### config.mk
export PLATFORM = sky130hd
export DESIGN_NAME = scc_ctrl
export DESIGN_NICKNAME = d
export VERILOG_FILES = /design/src/design/scc_pkg.sv /design/src/design/scc_ctrl.sv
export SDC_FILE = /design/constraint.sdc
export NUM_CORES = 1
export LEC_CHECK = 0
export BUFFER_PORTS_ARGS = -buffer_cell sky130_fd_sc_hd__buf_2
export CAP_MARGIN = 5
export CORE_MARGIN = 2
export CORE_UTILIZATION = 24
export CTS_BUF_LIST = sky130_fd_sc_hd__clkbuf_2
export DETAILED_ROUTE_END_ITERATION = 10
export MAX_ROUTING_LAYER = met4
export PLACE_DENSITY_LB_ADDON = 0.2
export SETUP_SLACK_MARGIN = 0.3
export SLEW_MARGIN = 10
export SYNTH_ARGS = -nofsm -noshare
export SYNTH_HDL_FRONTEND = slang
export SYNTH_SLANG_ARGS = --single-unit
### constraint.sdc
create_clock -name clk_i -period 1.82 [get_ports clk_i]
set_input_delay 0.091 -clock clk_i [delete_from_list [all_inputs] [get_ports clk_i]]
set_output_delay 0.091 -clock clk_i [all_outputs]
set_load 0.005 [all_outputs]
### src/design/scc_pkg.sv
// ----------------------------------------------------------------------------
// scc_pkg
// Shared sizes, controller states and the command and status words for the
// strongly connected component rank histogram block.
// ----------------------------------------------------------------------------
package scc_pkg;

  localparam int MaxNodes  = 64;
  localparam int MaxEdges  = 1024;
  localparam int NodeW     = $clog2(MaxNodes);
  localparam int CountW    = $clog2(MaxNodes + 1);
  localparam int EdgeAw    = $clog2(MaxEdges);
  localparam int EdgeCntW  = $clog2(MaxEdges + 1);
  localparam int RankW     = 6;
  localparam int TotalW    = 7;
  localparam int EdgeWordW = 2 * NodeW;
  localparam int NodeRowW  = MaxNodes + RankW;

  typedef enum logic [3:0] {
    ST_LOAD,
    ST_CLEAR,
    ST_E_RD,
    ST_E_CHK,
    ST_N_UPD,
    ST_H_RD,
    ST_H_TOT,
    ST_H_UPD,
    ST_O_RD,
    ST_O_LOAD,
    ST_O_SEND
  } state_e;

  typedef struct packed {
    logic load_edge;
    logic idx_clr;
    logic idx_inc;
    logic clr_wr;
    logic e_clr;
    logic e_inc;
    logic chg_clr;
    logic phase_rank;
    logic edge_chk;
    logic node_upd;
    logic node_by_idx;
    logic hist_tot;
    logic hist_upd;
    logic out_load;
    logic finish;
  } cmd_t;

  typedef struct packed {
    logic pass_end;
    logic edge_ok;
    logic changed;
    logic idx_at_n;
    logic idx_last;
    logic out_last;
  } stat_t;

endpackage

### src/design/scc_ctrl.sv
// ----------------------------------------------------------------------------
// scc_ctrl
// Sequencer: edge loading, clearing sweep, closure and rank passes,
// histogram build and result emission.
// ----------------------------------------------------------------------------
module scc_ctrl import scc_pkg::*; (
  input  logic  clk_i,
  input  logic  rst_ni,
  input  logic  edge_valid_i,
  output logic  edge_ready_o,
  input  logic  last_edge_i,
  output logic  result_valid_o,
  input  logic  result_ready_i,
  input  stat_t stat_i,
  output cmd_t  cmd_o
);

  state_e state_q, state_d;
  logic   phase_q, phase_d;

  always_ff @(posedge clk_i or negedge rst_ni) begin
    if (!rst_ni) begin
      state_q <= ST_LOAD;
      phase_q <= 1'b0;
    end else begin
      state_q <= state_d;
      phase_q <= phase_d;
    end
  end

  always_comb begin
    state_d        = state_q;
    phase_d        = phase_q;
    cmd_o          = '0;
    cmd_o.phase_rank = phase_q;
    edge_ready_o   = 1'b0;
    result_valid_o = 1'b0;
    unique case (state_q)
      ST_LOAD: begin
        edge_ready_o = 1'b1;
        if (edge_valid_i) begin
          cmd_o.load_edge = 1'b1;
          if (last_edge_i) begin
            cmd_o.idx_clr = 1'b1;
            state_d       = ST_CLEAR;
          end
        end
      end
      ST_CLEAR: begin
        cmd_o.clr_wr  = 1'b1;
        cmd_o.idx_inc = 1'b1;
        if (stat_i.idx_last) begin
          cmd_o.e_clr   = 1'b1;
          cmd_o.chg_clr = 1'b1;
          phase_d       = 1'b0;
          state_d       = ST_E_RD;
        end
      end
      ST_E_RD: begin
        if (stat_i.pass_end) begin
          cmd_o.e_clr   = 1'b1;
          cmd_o.chg_clr = 1'b1;
          if (!stat_i.changed) begin
            if (!phase_q) begin
              phase_d = 1'b1;
            end else begin
              cmd_o.idx_clr = 1'b1;
              state_d       = ST_H_RD;
            end
          end
        end else begin
          state_d = ST_E_CHK;
        end
      end
      ST_E_CHK: begin
        cmd_o.edge_chk = 1'b1;
        if (stat_i.edge_ok) begin
          state_d = ST_N_UPD;
        end else begin
          cmd_o.e_inc = 1'b1;
          state_d     = ST_E_RD;
        end
      end
      ST_N_UPD: begin
        cmd_o.node_upd = 1'b1;
        cmd_o.e_inc    = 1'b1;
        state_d        = ST_E_RD;
      end
      ST_H_RD: begin
        cmd_o.node_by_idx = 1'b1;
        if (stat_i.idx_at_n) begin
          cmd_o.idx_clr = 1'b1;
          state_d       = ST_O_RD;
        end else begin
          state_d = ST_H_TOT;
        end
      end
      ST_H_TOT: begin
        cmd_o.node_by_idx = 1'b1;
        cmd_o.hist_tot    = 1'b1;
        state_d           = ST_H_UPD;
      end
      ST_H_UPD: begin
        cmd_o.node_by_idx = 1'b1;
        cmd_o.hist_upd    = 1'b1;
        cmd_o.idx_inc     = 1'b1;
        state_d           = ST_H_RD;
      end
      ST_O_RD: begin
        state_d = ST_O_LOAD;
      end
      ST_O_LOAD: begin
        cmd_o.out_load = 1'b1;
        state_d        = ST_O_SEND;
      end
      ST_O_SEND: begin
        result_valid_o = 1'b1;
        if (result_ready_i) begin
          if (stat_i.out_last) begin
            cmd_o.finish = 1'b1;
            state_d      = ST_LOAD;
          end else begin
            cmd_o.idx_inc = 1'b1;
            state_d       = ST_O_RD;
          end
        end
      end
      default: begin
        state_d = ST_LOAD;
      end
    endcase
  end

endmodule

== Word-level counts from Yosys, hierarchy flattened ==
Index checks and enable logic that the tools add are counted.
Storage, ports and cells
  output and inout bits: 17
  bits in latches: 0
  logic and storage cells: 69
  input bits: 11
  memory bits (writable): 0
  register bits: 5
  memory bits (read-only): 0
  memories: 0
Cells by class
  bitwise logic cells: 0
  magnitude comparators: 0
  equal/unequal tests: 18
  shift operators: 0
  reductions and logical operators: 6
  muxes and demuxes: 43
  add/sub/neg operators: 0
  multipliers: 0
  divide/modulo/power cells: 0
Operators by type and width (number)
  case mux 4 bit (11 select lines): 1
  2-to-1 mux 4 bit: 9
  2-to-1 mux 1 bit: 26
  == test 4 x 3 -> 1 bit (second input constant): 4
  == test 4 bit (second input constant): 3
  != test 2 bit (second input constant): 6
  == test 4 x 2 -> 1 bit (second input constant): 2
  case mux 1 bit (2 select lines): 4
  != test 3 bit (second input constant): 2
  AND reduction 6 bit: 1
  == test 4 x 1 -> 1 bit (second input constant): 1
  zero test 4 bit: 1
  AND reduction 4 bit: 1
  2-to-1 mux 3 bit: 1
  case mux 1 bit (3 select lines): 1
  OR reduction 3 bit: 1
  2-to-1 mux 2 bit: 1
  nonzero test 2 bit: 1
  OR reduction 2 bit: 1

== Longest topological paths before layout ==
  word-level depth: 4
  mapped depth: 5
  depth with buffers taken out: 4

== Worst setup path before layout ==
OpenSTA, ideal clock, no wires.
  kind: register to output
  from: reg state_q[1]
  to: out cmd_o[10] (netlist name)
  path buffers: 1
  required time: 1.729 ns
  data arrival time: 1.361 ns
  slack: 0.368 ns
  cell stages (with the launch flop): 6
  cell sequence: dfrtp_1 -> or4b_4 -> inv_1 -> nand2_1 -> nand2_1 -> buf_4
RTL lines
  start, declared: line scc_ctrl.sv:18  | state_e state_q, state_d;
  start signal, assigned: line scc_ctrl.sv:26  | state_q <= state_d;
  end, declared: line scc_ctrl.sv:15  | output cmd_t cmd_o

== Worst setup path in the final report ==
  from: reg state_q[2]
  to: reg state_q[3]
On the way
  word-level cells in the longest chain between the ends: 3
  elaborated cells between the ends (all ways): 19
  classes of those cells: eq/ne (16); mux (1); reduce/logical (2)
Ends and longest elaborated chain
  == test 4 x 2 -> 1 bit (tied with other cells): line scc_ctrl.sv:38  | unique case (state_q)
  != test 3 bit (no source line) or != test 2 bit (tied branches)
  AND reduction 6 bit (no source line)
Several ways; a longest one is shown, not always the timed one.
A chain may end at the register's enable or synchronous reset.

==> reports/qor.csv <==
metric,value,unit
status,finished clean,
Final period util,91.2,%
clk_skew,0.0124,ns
"FFs w/ async S/R, synth",100,%
Setup crit end kind,register,
vias in the first global route,722,
gr usage total,16.4,%
pre-CTS WS,0.190,ns
P_leak,0.454,nW
Synth warnings,0,
Die W,51.7,µm
grt total ovfl,0,
via count,741,
number of synthesized flops with an enable pin,0,
first-pass GRT wire length,3120,µm
Syn Area/Cell,7.58,µm²
largest net degree at the start of global routing,9,
crit-path cells,or4b_4 > buf_4 > o2bb2ai_4 > a211o_4 > o21bai_1,
Sw Pwr,0.641,mW
minimum clock period,1.66,ns
Reg2Reg Depth,5,
final hold vios,0,
Crit-path slowest cell,or4b_4,
Rows,17,
Hold EP,phase_q,
Die H,51.7,µm
DR iter-0 viols,13,
Clock Latency Late Sink,0.23,ns
ys flop type,dfrtp_1,
placed cell count,127,
"top cells by area, synth","dfrtp_1, nand2_1, nor3_1",
drt total wl,1980,µm
area grow syn2layout,68.1,%
syn nets,83,
"Cell Count, Final, Fillers Out",143,
initial antenna violation count,0,
post-synth top area cell,dfrtp_1,
max_slew headroom,74.0,%
Routed wire per std cell,13.8,µm
DR vias/cell,5.18,
total power,1.41,mW
Worst Path Max Fanout,5,
Multi-input gate area,427,µm²
CP required,1.94,ns
Yosys reg bits,5,
commonest cells in the netlist,"nand2_1, inv_1, nor3_1, a21oi_1, dfrtp_1",
"Reg clk slew, reported paths",0.07,ns
PortBufs,27,
Post-Syn Instances,72,
post-synth top area share,22.9,%
GPL Wtd Cong,0.798,
critical path class,register to register,
CTS tree,done,
setup tns final,0,ns
1st-pass router iterations,4,
delay of the slowest critical-path stage,0.58,ns
FILL cells,241,
HP Class,input pin to register,
final net count,127,
Post-Syn Area,546,µm²
CP Data Arrival Time,1.78,ns
Slew @ Worst Pin,0.387,ns
RSZ-0062 raised after global routing,true,
post-route ant nets,0,
Max Cap Violations,0,
H-tree level count,1,
number of diodes,0,
hpwl dp,1280,µm
share of layout cells above drive strength 1,60.9,%
Core Region,2170,µm²
P per Cell Area,1530,nW/µm²
Longest Clk Path Bufs,2,
worst r2r src,state_q[2],
sequential share of the synthesized area,22.9,%
hold depth,2,
share of power burned in the clock network,7.3,%
library cells used by synthesis,34,
Starting Density,25.1,%
top-count cell post-synth,nand2_1,
cts bufs inserted,3,
Comb pwr share,76.9,%
Hold Startpoint,stat_i[1],
power share of the sequential group,15.8,%
max-slew violations,0,
root buf cell,clkbuf_2,
Sink Count,5,
Peak VDD IR,0.000758,V
Switching Fraction,45.6,%
Worst R2R Setup Slack,0.16,ns
io pins,28,
drt drc,0,
r2r endpoint,state_q[3],
endpoints failing setup,0,
FMAX,602,MHz
Seq. cell area,130,µm²
Die ar.,2670,µm²
worst setup margin,0.160,ns
Util after Layout,42.3,%
CP Launch Type,register,
Internal Power,0.766,mW
## metal layers
layer	global-route usage, %	vias up	wire length, µm
li1	-	351	-
met1	17.6	359	787
met2	25.4	29	1020
met3	7.76	2	152
met4	7.89	0	14
met5	-	-	0
## sequential cells by signal (all words and copies together), names as in the netlist
| register | count |
|---|---|
| state_q | 4 |
| phase_q | 1 |
## repair_timing
action	CTS	global route
pin swaps	3	3
cloned	0	0
resized for setup	14	7
hold buffers	1	0
endpoints found under the hold margin	5	0
setup buffers	10	1
endpoints found under the setup margin	13	13
## critical path: cells and delay by family, from the launching register on
| kind | cells | cell delay, ns |
|---|---|---|
| compound gates | 3 | 0.34 |
| buf+inv | 1 | 0.17 |
| flops | 1 | 0.44 |
| simple gates | 1 | 0.58 |
## layout make-up
type                       count  share of cell area, %
clock buffer                   3                   1.64
clock inverter                 1                  0.546
inverter                       6                   2.73
multi-input combinational     55                   46.5
sequential                     5                   14.2
tap                           28                   3.82
timing repair buffer          45                   30.6
## per-stage QoR
step	instance area, µm²	hold slack [ns]
detailed placement	722	-0.0833
global placement	722	-0.0863
floorplan	546	-0.205
finish	917	0.123
CTS	872	0.0800
global route	917	0.103
## cells in the final DEF (no fill, tap or decap), drive strengths merged
| master | count |
|---|---|
| a211oi | 2 |
| a21boi | 1 |
| buf | 44 |
| nor3 | 6 |
| nor2 | 4 |
| dfrtp | 5 |
| nand2 | 9 |
| and3 | 1 |
| a31oi | 1 |
| inv | 6 |
| o32ai | 1 |
| o21bai | 1 |
| a2bb2o | 1 |
| o21ai | 3 |
| o211ai | 1 |
| a21oi | 6 |
| clkinv | 1 |
| nand2b | 4 |
| and2 | 1 |
| nor2b | 1 |
| nor4b | 1 |
| nand4bb | 1 |
| o31ai | 1 |
| a21o | 1 |
| clkbuf | 3 |
| o22ai | 1 |
| or3b | 1 |
| o2bb2ai | 1 |
| or4b | 1 |
| a211o | 1 |
| nor4 | 3 |
| dlygate4sd3 | 1 |
## worst max-delay path by stage
| stage | from | to | slack (ns) |
|---|---|---|---|
| finish | state_q[2] | state_q[3] | 0.16 |
| global route | state_q[2] | cmd_o[8] | 0.1 |
| CTS | state_q[1] | cmd_o[8] | 0.16 |
| detailed placement | state_q[1] | state_q[3] | 0.19 |
| global placement | state_q[1] | state_q[0] | 0.17 |
| floorplan | state_q[1] | cmd_o[10] | 0.37 |
## power by group through the flow
stage | registers [mW] | clock network [mW] | logic (mW)
floorplan | 0.202 | 0 | 0.529
finish | 0.222 | 0.103 | 1.08
CTS | 0.217 | 0.106 | 0.976
global route | 0.230 | 0.115 | 1.18
detailed placement | 0.262 | 0 | 0.725
global placement | 0.265 | 0 | 0.724
## cells by family (layout without fill, tap and decap cells)
| family | count (synthesis) | after routing | share of synthesized area, % |
|---|---|---|---|
| buffers and inverters | 12 | 55 | 11.2 |
| and+or+nand+nor | 33 | 33 | 36.0 |
| AOI/OAI and AO/OA | 22 | 22 | 29.8 |
| DFF | 5 | 5 | 22.9 |
Power figures use the tool's default switching activity.
